### src/dmfp_pkg.sv
// Package for the DNS message field parser: result item types, field codes
// and the default result queue depth. No dependencies.
package dmfp_pkg;

  localparam int RES_FIFO_DEPTH = 4;

  localparam logic [3:0] FC_ID       = 4'd0;
  localparam logic [3:0] FC_FLAGS    = 4'd1;
  localparam logic [3:0] FC_NAME_CH  = 4'd6;
  localparam logic [3:0] FC_NAME_END = 4'd7;
  localparam logic [3:0] FC_POINTER  = 4'd8;
  localparam logic [3:0] FC_TYPE     = 4'd9;
  localparam logic [3:0] FC_CLASS    = 4'd10;
  localparam logic [3:0] FC_TTL      = 4'd11;
  localparam logic [3:0] FC_RDLEN    = 4'd12;
  localparam logic [3:0] FC_RDATA    = 4'd13;
  localparam logic [3:0] FC_END      = 4'd14;

  typedef struct packed {
    logic [3:0]  field_code;
    logic [31:0] field_value;
    logic        in_answer;
    logic [15:0] record_number;
    logic        malformed;
    logic        truncated;
    logic        run_end;
  } res_item_t;

  // Results caused by one accepted byte: none, one or two
  typedef struct packed {
    logic [1:0] count;
    res_item_t  item0;
    res_item_t  item1;
  } res_pair_t;

endpackage

### src/dmfp_core.sv
// Parser state and next-state logic: one byte in, up to two result items out.
// Depends on dmfp_pkg.
module dmfp_core (
  input  logic                  clk,
  input  logic                  rst,
  input  logic                  cfg_we,
  input  logic [7:0]            cfg_wdata,
  input  logic                  accept,
  input  logic [7:0]            octet,
  input  logic                  last,
  output dmfp_pkg::res_pair_t   results
);

  typedef enum logic [10:0] {
    PH_HEADER = 11'b00000000001,
    PH_QNAME  = 11'b00000000010,
    PH_QTYPE  = 11'b00000000100,
    PH_QCLASS = 11'b00000001000,
    PH_ANAME  = 11'b00000010000,
    PH_ATYPE  = 11'b00000100000,
    PH_ACLASS = 11'b00001000000,
    PH_TTL    = 11'b00010000000,
    PH_RDLEN  = 11'b00100000000,
    PH_RDATA  = 11'b01000000000,
    PH_DONE   = 11'b10000000000
  } phase_t;

  localparam logic [7:0] ChLowA  = 8'h61;
  localparam logic [7:0] ChLowZ  = 8'h7a;
  localparam logic [7:0] ChUpA   = 8'h41;
  localparam logic [7:0] ChUpZ   = 8'h5a;
  localparam logic [7:0] ChZero  = 8'h30;
  localparam logic [7:0] ChNine  = 8'h39;
  localparam logic [7:0] ChDash  = 8'h2d;
  localparam logic [7:0] ChDot   = 8'h2e;
  localparam logic [7:0] PtrMark = 8'hc0;

  function automatic logic host_char(input logic [7:0] b);
    host_char = (b >= ChLowA && b <= ChLowZ) || (b >= ChUpA && b <= ChUpZ) ||
                (b >= ChZero && b <= ChNine) || (b == ChDash);
  endfunction

  logic [7:0]  name_limit;
  phase_t      phase, phase_next;
  logic [15:0] fbc, fbc_next;
  logic [31:0] acc, acc_next;
  logic [15:0] q_left, q_left_next;
  logic [15:0] a_left, a_left_next;
  logic [15:0] rec, rec_next;
  logic [7:0]  label_left, label_left_next;
  logic [7:0]  nbs, nbs_next;
  logic        bad, bad_next;
  logic        stopped, stopped_next;

  logic        p_emit;
  logic [3:0]  p_code;
  logic [31:0] p_value;
  logic        p_answer;
  logic        start_q, start_a, fail;
  logic [15:0] fbc_inc, fbc_dec, q_dec, a_dec;
  logic [15:0] acc16;
  logic [31:0] acc_sh;
  logic        is_answer;
  dmfp_pkg::res_item_t proc_item, end_item;

  always_comb begin
    phase_next      = phase;
    fbc_next        = fbc;
    acc_next        = acc;
    q_left_next     = q_left;
    a_left_next     = a_left;
    rec_next        = rec;
    label_left_next = label_left;
    nbs_next        = nbs;
    bad_next        = bad;
    stopped_next    = stopped;
    p_emit   = 1'b0;
    p_code   = dmfp_pkg::FC_ID;
    p_value  = '0;
    p_answer = 1'b0;
    start_q  = 1'b0;
    start_a  = 1'b0;
    fail     = 1'b0;
    fbc_inc  = fbc + 16'd1;
    fbc_dec  = fbc - 16'd1;
    q_dec    = q_left - 16'd1;
    a_dec    = a_left - 16'd1;
    acc16    = {acc[7:0], octet};
    acc_sh   = {acc[23:0], octet};
    is_answer = (phase == PH_ANAME);

    if (accept && !stopped) begin
      unique case (phase)
        PH_HEADER: begin
          acc_next = {16'd0, acc16};
          fbc_next = fbc_inc;
          if (!fbc_inc[0]) begin
            p_emit  = 1'b1;
            p_code  = 4'(fbc_inc[4:1] - 4'd1);
            p_value = {16'd0, acc16};
            if (fbc_inc == 16'd6) q_left_next = acc16;
            if (fbc_inc == 16'd8) a_left_next = acc16;
            acc_next = '0;
          end
          if (fbc_inc >= 16'd12) begin
            fbc_next = '0;
            rec_next = '0;
            if (q_left_next != 16'd0) start_q = 1'b1;
            else if (a_left_next != 16'd0) start_a = 1'b1;
            else phase_next = PH_DONE;
          end
        end
        PH_QNAME, PH_ANAME: begin
          if (nbs >= name_limit) begin
            fail = 1'b1;
          end else begin
            nbs_next = nbs + 8'd1;
            p_answer = is_answer;
            if (fbc == 16'd1) begin
              // second pointer byte closes the name
              p_emit     = 1'b1;
              p_code     = dmfp_pkg::FC_POINTER;
              p_value    = {24'd0, octet};
              fbc_next   = '0;
              phase_next = is_answer ? PH_ATYPE : PH_QTYPE;
            end else if (nbs == 8'd0) begin
              if (is_answer && octet == PtrMark) begin
                p_emit   = 1'b1;
                p_code   = dmfp_pkg::FC_POINTER;
                p_value  = {24'd0, octet};
                fbc_next = 16'd1;
              end else if (octet == 8'd0) begin
                fail = 1'b1;
              end else begin
                label_left_next = octet;
              end
            end else if (label_left != 8'd0) begin
              if (!host_char(octet)) begin
                fail = 1'b1;
              end else begin
                p_emit          = 1'b1;
                p_code          = dmfp_pkg::FC_NAME_CH;
                p_value         = {24'd0, octet};
                label_left_next = label_left - 8'd1;
              end
            end else if (octet == 8'd0) begin
              p_emit     = 1'b1;
              p_code     = dmfp_pkg::FC_NAME_END;
              fbc_next   = '0;
              acc_next   = '0;
              phase_next = is_answer ? PH_ATYPE : PH_QTYPE;
            end else begin
              // later length byte: emit the label separator
              p_emit          = 1'b1;
              p_code          = dmfp_pkg::FC_NAME_CH;
              p_value         = {24'd0, ChDot};
              label_left_next = octet;
            end
          end
        end
        PH_QTYPE, PH_ATYPE, PH_QCLASS, PH_ACLASS, PH_RDLEN: begin
          if (fbc_inc < 16'd2) begin
            acc_next = acc_sh;
            fbc_next = fbc_inc;
          end else begin
            fbc_next = '0;
            acc_next = '0;
            p_emit   = 1'b1;
            p_value  = {16'd0, acc_sh[15:0]};
            p_answer = (phase != PH_QTYPE) && (phase != PH_QCLASS);
            unique case (phase)
              PH_QTYPE: begin
                p_code     = dmfp_pkg::FC_TYPE;
                phase_next = PH_QCLASS;
              end
              PH_ATYPE: begin
                p_code     = dmfp_pkg::FC_TYPE;
                phase_next = PH_ACLASS;
              end
              PH_QCLASS: begin
                p_code      = dmfp_pkg::FC_CLASS;
                rec_next    = rec + 16'd1;
                q_left_next = q_dec;
                if (q_dec != 16'd0) begin
                  start_q = 1'b1;
                end else begin
                  rec_next = '0;
                  if (a_left != 16'd0) start_a = 1'b1;
                  else phase_next = PH_DONE;
                end
              end
              PH_ACLASS: begin
                p_code     = dmfp_pkg::FC_CLASS;
                phase_next = PH_TTL;
              end
              default: begin
                p_code = dmfp_pkg::FC_RDLEN;
                if (acc_sh[15:0] == 16'd0) begin
                  // empty rdata: flag it and close the record
                  bad_next    = 1'b1;
                  rec_next    = rec + 16'd1;
                  a_left_next = a_dec;
                  if (a_dec != 16'd0) start_a = 1'b1;
                  else phase_next = PH_DONE;
                end else begin
                  fbc_next   = acc_sh[15:0];
                  phase_next = PH_RDATA;
                end
              end
            endcase
          end
        end
        PH_TTL: begin
          if (fbc_inc < 16'd4) begin
            acc_next = acc_sh;
            fbc_next = fbc_inc;
          end else begin
            fbc_next   = '0;
            acc_next   = '0;
            p_emit     = 1'b1;
            p_code     = dmfp_pkg::FC_TTL;
            p_value    = acc_sh;
            p_answer   = 1'b1;
            phase_next = PH_RDLEN;
          end
        end
        PH_RDATA: begin
          p_emit   = 1'b1;
          p_code   = dmfp_pkg::FC_RDATA;
          p_value  = {24'd0, octet};
          p_answer = 1'b1;
          fbc_next = fbc_dec;
          if (fbc_dec == 16'd0) begin
            rec_next    = rec + 16'd1;
            a_left_next = a_dec;
            if (a_dec != 16'd0) start_a = 1'b1;
            else phase_next = PH_DONE;
          end
        end
        PH_DONE: begin
        end
        default: begin
          phase_next = PH_DONE;
        end
      endcase

      if (fail) begin
        bad_next     = 1'b1;
        stopped_next = 1'b1;
      end
      if (start_q || start_a) begin
        phase_next      = start_q ? PH_QNAME : PH_ANAME;
        nbs_next        = '0;
        label_left_next = '0;
        fbc_next        = '0;
        acc_next        = '0;
      end
    end

    proc_item.field_code    = p_code;
    proc_item.field_value   = p_value;
    proc_item.in_answer     = p_answer;
    proc_item.record_number = (phase == PH_HEADER) ? 16'd0 : rec;
    proc_item.malformed     = bad_next;
    proc_item.truncated     = 1'b0;
    proc_item.run_end       = !last;

    end_item.field_code    = dmfp_pkg::FC_END;
    end_item.field_value   = '0;
    end_item.in_answer     = 1'b0;
    end_item.record_number = '0;
    end_item.malformed     = bad_next;
    end_item.truncated     = !stopped_next && (phase_next != PH_DONE);
    end_item.run_end       = 1'b1;

    results.item1 = end_item;
    if (!accept) begin
      results.count = 2'd0;
      results.item0 = proc_item;
    end else if (p_emit) begin
      results.count = last ? 2'd2 : 2'd1;
      results.item0 = proc_item;
    end else begin
      results.count = last ? 2'd1 : 2'd0;
      results.item0 = end_item;
    end

    // the final byte restarts the parser for the next message
    if (accept && last) begin
      phase_next      = PH_HEADER;
      fbc_next        = '0;
      acc_next        = '0;
      q_left_next     = '0;
      a_left_next     = '0;
      rec_next        = '0;
      label_left_next = '0;
      nbs_next        = '0;
      bad_next        = 1'b0;
      stopped_next    = 1'b0;
    end
  end

  always_ff @(posedge clk) begin
    if (rst) begin
      name_limit <= 8'd255;
      phase      <= PH_HEADER;
      fbc        <= '0;
      acc        <= '0;
      q_left     <= '0;
      a_left     <= '0;
      rec        <= '0;
      label_left <= '0;
      nbs        <= '0;
      bad        <= 1'b0;
      stopped    <= 1'b0;
    end else begin
      if (cfg_we) name_limit <= cfg_wdata;
      phase      <= phase_next;
      fbc        <= fbc_next;
      acc        <= acc_next;
      q_left     <= q_left_next;
      a_left     <= a_left_next;
      rec        <= rec_next;
      label_left <= label_left_next;
      nbs        <= nbs_next;
      bad        <= bad_next;
      stopped    <= stopped_next;
    end
  end

  a_stop_implies_bad: assert property (@(posedge clk) disable iff (rst)
    stopped |-> bad) else $error("parser stopped without malformed flag");

  a_final_restarts: assert property (@(posedge clk) disable iff (rst)
    (accept && last) |=> (phase == PH_HEADER && !stopped && !bad))
    else $error("final byte did not restart the parser");

  a_two_needs_final: assert property (@(posedge clk) disable iff (rst)
    (results.count == 2'd2) |-> (accept && last))
    else $error("two results from a byte that is not final");

endmodule

### src/dmfp_res_fifo.sv
// Result queue: takes up to two result items per cycle, hands out one.
// Depends on dmfp_pkg.
module dmfp_res_fifo #(
  parameter int Depth = dmfp_pkg::RES_FIFO_DEPTH
) (
  input  logic                 clk,
  input  logic                 rst,
  input  dmfp_pkg::res_pair_t  push,
  input  logic                 pop,
  output dmfp_pkg::res_item_t  head,
  output logic                 not_empty,
  output logic                 room_for_two
);

  localparam int PW = (Depth > 1) ? $clog2(Depth) : 1;
  localparam int CW = $clog2(Depth + 1);
  localparam logic [CW-1:0] RoomMax = CW'(Depth - 2);
  localparam logic [PW-1:0] LastIdx = PW'(Depth - 1);

  function automatic logic [PW-1:0] ptr_inc(input logic [PW-1:0] p);
    ptr_inc = (p == LastIdx) ? '0 : p + PW'(1);
  endfunction

  dmfp_pkg::res_item_t entries [Depth];
  logic [PW-1:0] wr_ptr, rd_ptr, wr_ptr1;
  logic [CW-1:0] count;

  assign wr_ptr1      = ptr_inc(wr_ptr);
  assign head         = entries[rd_ptr];
  assign not_empty    = (count != '0);
  assign room_for_two = (count <= RoomMax);

  always_ff @(posedge clk) begin
    if (push.count != 2'd0) entries[wr_ptr] <= push.item0;
    if (push.count == 2'd2) entries[wr_ptr1] <= push.item1;
  end

  always_ff @(posedge clk) begin
    if (rst) begin
      wr_ptr <= '0;
      rd_ptr <= '0;
      count  <= '0;
    end else begin
      unique case (push.count)
        2'd1:    wr_ptr <= wr_ptr1;
        2'd2:    wr_ptr <= ptr_inc(wr_ptr1);
        default: wr_ptr <= wr_ptr;
      endcase
      if (pop && not_empty) rd_ptr <= ptr_inc(rd_ptr);
      count <= count + CW'(push.count) - CW'(pop && not_empty);
    end
  end

  a_no_overflow: assert property (@(posedge clk) disable iff (rst)
    (push.count != 2'd0) |-> (int'(count) + int'(push.count) <= Depth))
    else $error("result queue overflow");

  a_count_bound: assert property (@(posedge clk) disable iff (rst)
    int'(count) <= Depth) else $error("result queue count out of range");

endmodule

### src/dns_message_field_parser.sv
// DNS message field parser, top level. Latency: results of a byte enter the
// queue at the accepting edge and are offered from the next cycle.
// Throughput: one byte per cycle; a final byte that also decodes a field
// yields two results and takes two output transactions. Input ready drops
// while the result queue has fewer than two free entries.
// Reset (synchronous): parser to header phase, name limit to 255, queue empty.
module dns_message_field_parser #(
  parameter int FIFO_DEPTH = dmfp_pkg::RES_FIFO_DEPTH
) (
  input  logic        clk,
  input  logic        rst,
  input  logic        cfg_we,
  input  logic [7:0]  cfg_wdata,
  input  logic        s_tvalid,
  output logic        s_tready,
  input  logic [7:0]  s_tdata,   // [7:0] octet
  input  logic        s_tlast,   // final_octet
  output logic        m_tvalid,
  input  logic        m_tready,
  // [31:0] field_value, [32] in_answer, [48:33] record_number,
  // [49] malformed, [50] truncated, [55:51] zero
  output logic [55:0] m_tdata,
  output logic [3:0]  m_tuser,   // [3:0] field_code
  output logic        m_tlast    // run_end
);

  dmfp_pkg::res_pair_t results;
  dmfp_pkg::res_item_t head;
  logic accept;
  logic room_for_two;

  assign s_tready = room_for_two;
  assign accept   = s_tvalid && room_for_two;

  dmfp_core u_core (
    .clk       (clk),
    .rst       (rst),
    .cfg_we    (cfg_we),
    .cfg_wdata (cfg_wdata),
    .accept    (accept),
    .octet     (s_tdata),
    .last      (s_tlast),
    .results   (results)
  );

  dmfp_res_fifo #(
    .Depth (FIFO_DEPTH)
  ) u_fifo (
    .clk          (clk),
    .rst          (rst),
    .push         (results),
    .pop          (m_tready),
    .head         (head),
    .not_empty    (m_tvalid),
    .room_for_two (room_for_two)
  );

  assign m_tdata = {5'd0, head.truncated, head.malformed, head.record_number,
                    head.in_answer, head.field_value};
  assign m_tuser = head.field_code;
  assign m_tlast = head.run_end;

endmodule
### config.mk
export PLATFORM = sky130hd
export DESIGN_NAME = dns_message_field_parser
export DESIGN_NICKNAME = d
export VERILOG_FILES = /design/src/dmfp_pkg.sv /design/src/dmfp_core.sv /design/src/dmfp_res_fifo.sv /design/src/dns_message_field_parser.sv
export SDC_FILE = /design/constraint.sdc
export NUM_CORES = 1
export LEC_CHECK = 0
export ABC_CLOCK_PERIOD_IN_PS = 5200
export BUFFER_PORTS_ARGS = -buffer_cell sky130_fd_sc_hd__buf_2
export CAP_MARGIN = 40
export CORE_MARGIN = 3
export CORE_UTILIZATION = 40
export DETAILED_ROUTE_END_ITERATION = 7
export GPL_ROUTABILITY_DRIVEN = 0
export GPL_TIMING_DRIVEN = 0
export SLEW_MARGIN = 10
export SYNTH_ARGS = -nofsm -noshare
export SYNTH_HDL_FRONTEND = slang
export SYNTH_SLANG_ARGS = --single-unit
### constraint.sdc
create_clock -name clk -period 5.2 [get_ports clk]
set_clock_uncertainty 0.15 [all_clocks]
set_input_delay 0.78 -clock clk [delete_from_list [all_inputs] [get_ports clk]]
set_output_delay 0.78 -clock clk [all_outputs]
set_load 0.005 [all_outputs]
==> metrics.txt <==
drt total wl 57,930 um; n_diodes 0; TritonCTS Sinks about 360; chip height approximately 220 um; Seq/Total Area, Yosys 40.22%; fin. max-slew vios 0; CTS H-tree depth 2; average size of a mapped cell 9.054 um2; detailed placement HPWL just over 40,000 um; DR vias approximately 16,000; top_reg_cell synth dfxtp_1; vias in the first global route 15,882; post-synthesis mux area share approximately 7.5%; Slew @ Worst Pin approximately 1.0 ns; later-pin clock latency in the skew report ~0.57 ns; count of different cell masters after synthesis 97; crit start category register; gr usage total between 20% and 30%; Port-buffer cells approximately 70; Die X between 200 and 250 um; DRC errors left 0; Synth Area in Compound Gates between 20% and 30%; Worst Hold Depth 3; Setup TNS Final 0 ns; largest net degree at the start of global routing 14; Syn. warnings 0; Worst EP arrival approximately 5.2 ns; main combinational cell family by area after synthesis compound AO/OA/AOI/OAI gates; WL/cell 21.03 um; run status completed; initial antenna violation count 0; share of layout cells above drive strength 1 roughly 17%; Max-Cap Viols 0; IO Pins 85; largest buffer count on any clock path 3; HP Class input pin to register; first-pass GRT wire length between 90,000 and 100,000 um; vias per cell between 5 and 6; Starting Density roughly 41%; Fmax between 150 and 200 MHz; CTS buffer count 41; Worst EP required between 5 and 6 ns; root buffer cell clkbuf_16; Leak approximately 0.0081 uW; Post-Synth XOR/XNOR Area around 2.4%; post-route ant nets 0; Iteration-0 DRC Markers 1,672; global route hottest layer met2; Critical Path Fanout Max 10; grt ovf 0; Core Rows 77; Post-synth ARST share 0%; Seq cells post-synth around 360; nets@finish ~2,200; CORE AREA 44,320 um2; GR Util met2 around 40%; Global Route met3 Usage roughly 3.6%; Slew Limit Headroom between 20% and 30%; Mapped Cells around 2,000; Final Hold Fails 0; Syn-to-layout area delta 16.58%; hold_ws around 0.28 ns; min cycle time layout ~5.0 ns; Synth Area in Simple Gates between 15 and 20%; Post-synth EDFFs 8; final period utilization a little over nine tenths; routing usage on met1 31.85%; WS Path Type register to register; die area about 48,000 um2; R2R cell count 18; Adder-Cell Fraction of Synth Area about 2.5%; mapped cell area between 15,000 and 20,000 um2; Final setup viols 0; CTS tree yes; clk slew on worst S/H paths ~0.06 ns; Peak supply drop just over 0.3 mV; pwr dens ~370 nW/um2; Critical Path Sink Type register; Pre-Repair DR Iteration Count 6
-- metal layers --
metal | up-vias | part of all wire [%] | routed length (um)
met3 | 130 | 5.9 | 3439
met1 | 8065 | 44 | 25650
li1 | 7662 | - | -
met5 | - | 0 | 0
met4 | 0 | 3.5 | 2017
met2 | 611 | 46 | 26820
-- power by group --
group	switching (uW)	internal (uW)
Combinational	1160	653
Sequential	76.2	2880
Clock	1200	1710
Total	2440	5240
-- cell type report --
cell class / instances / area (um2)
plain buffers: 161 / 744.5
clock inverters: 11 / 137.6
multi-input cells: 1423 / 10140
fillers: 4281 / 23310
well taps: 592 / 740.7
repair buffers: 98 / 598.1
flip-flops and latches: 358 / 7247
clock buffers: 62 / 1206
inverters: 50 / 187.7
-- stage by stage --
stage / cells / instance area [um2] / power (uW) / utilization [%] / worst slack (ns)
6_report: 2755 / 21010 / 7677 / 47.40 / 0.1593
5_1_grt: 2755 / 21010 / 7969 / 47.40 / -0.003881
4_1_cts: 2750 / 20830 / 7661 / 47.00 / 0.001962
3_5_place_dp: 2672 / 19280 / 4736 / 43.51 / -0.8465
3_3_place_gp: 2658 / 19130 / 4665 / 43.17 / -1.013
2_1_floorplan: 1994 / 18030 / 4167 / - / 0.5288
-- synth_stat cells, types with 9 or more instances --
master,n,area share (%)
o211ai_1,15,0.63
nor4b_1,9,0.44
nor4_1,17,0.59
xnor2_1,27,1.3
mux4_2,56,7.0
o21ai_0,131,3.6
a211oi_1,10,0.42
a22oi_1,29,1.2
xor2_1,22,1.1
buf_1,12,0.25
and3_1,18,0.63
o22a_1,17,0.83
a31oi_1,18,0.63
buf_2,27,0.75
a21o_1,11,0.46
clkbuf_1,114,2.4
o221a_2,9,0.56
dfxtp_1,350,39
nor2_1,194,4.0
a21oi_1,111,3.1
or2_2,9,0.31
nand3_1,44,1.2
nand2b_1,14,0.49
a22o_1,166,8.1
nor3b_1,12,0.50
nand2_1,161,3.4
nand4_1,30,1.0
nor2b_1,11,0.38
or3_1,35,1.2
ha_1,34,2.4
and2_1,11,0.38
inv_1,49,1.0
nor3_1,57,1.6
-- cell families after synthesis --
kind of cell	count (synthesis)
AND/OR/NAND/NOR	678
buffers and inverters	213
adder cells (fa/ha/maj)	35
flip-flops	358
AO/OA/AOI/OAI	592
multiplexers	64
XOR/XNOR	49
other	1
-- worst paths after layout --
| kind | start | endpoint | slack (ns) |
|---|---|---|---|
| max reg2reg | u_core.phase[8] | u_fifo.entries[2][2] | 0.16 |
| min | cfg_wdata[6] | u_core.name_limit[6] | 0.28 |
| min reg2reg | u_fifo.entries[1][20] | u_fifo.entries[1][20] | 0.30 |
| max | u_core.phase[8] | u_fifo.entries[2][2] | 0.16 |
-- timing repair --
item | in CTS | in global routing
hold buffers | 0 | 0
gates cloned | 0 | 0
resized for setup | 56 | 49
setup endpoints to repair | 226 | 239
pin swaps | 8 | 4
endpoints found under the hold margin | 0 | 0
buffers inserted | 7 | 2
-- layout by cell type, fill, tap and decap left out, types with 17 or more instances in the layout --
cell,synthesis,routed
nand4_1,30,30
ha_1,34,32
or3_1,35,35
clkbuf_16,0,42
o21ai_0,131,131
buf_4,6,24
a31oi_1,18,17
a22oi_1,29,29
a21oi_1,111,107
inv_1,49,48
clkbuf_1,114,99
nor2_1,194,186
buf_2,27,98
nor3_1,57,57
mux4_2,56,56
o22a_1,17,17
a22o_1,166,166
dfxtp_1,350,350
xnor2_1,27,27
xor2_1,22,22
nand3_1,44,44
nand2_1,161,157
and3_1,18,17
-- critical path: stages, from the launching register on --
cell	delay [ns]
dfxtp_1	0.30
clkbuf_1	0.21
nor2_1	0.43
nand2_1	0.13
nor4bb_1	0.90
a41oi_1	0.40
nor3_1	0.25
or3_1	0.17
o31a_1	0.14
buf_4	0.16
ha_1	0.23
and3_1	0.17
inv_2	0.11
ha_4	0.24
nor2b_4	0.08
a21oi_4	0.21
buf_4	0.19
clkbuf_4	0.22
nor2_1	0.05
-- state kept, by name (all words and copies together), names as in the netlist, named ones only --
name,count
u_fifo.wr_ptr,2
u_core.phase,11
u_fifo.entries,224
u_core.nbs,8
u_core.name_limit,8
u_core.stopped,1
u_fifo.count,3
u_core.acc,24
u_core.fbc,16
u_core.rec,16
u_core.a_left,16
u_core.q_left,16
u_fifo.rd_ptr,2
u_core.bad,1
u_core.label_left,8
Power figures use the tool's default switching activity.
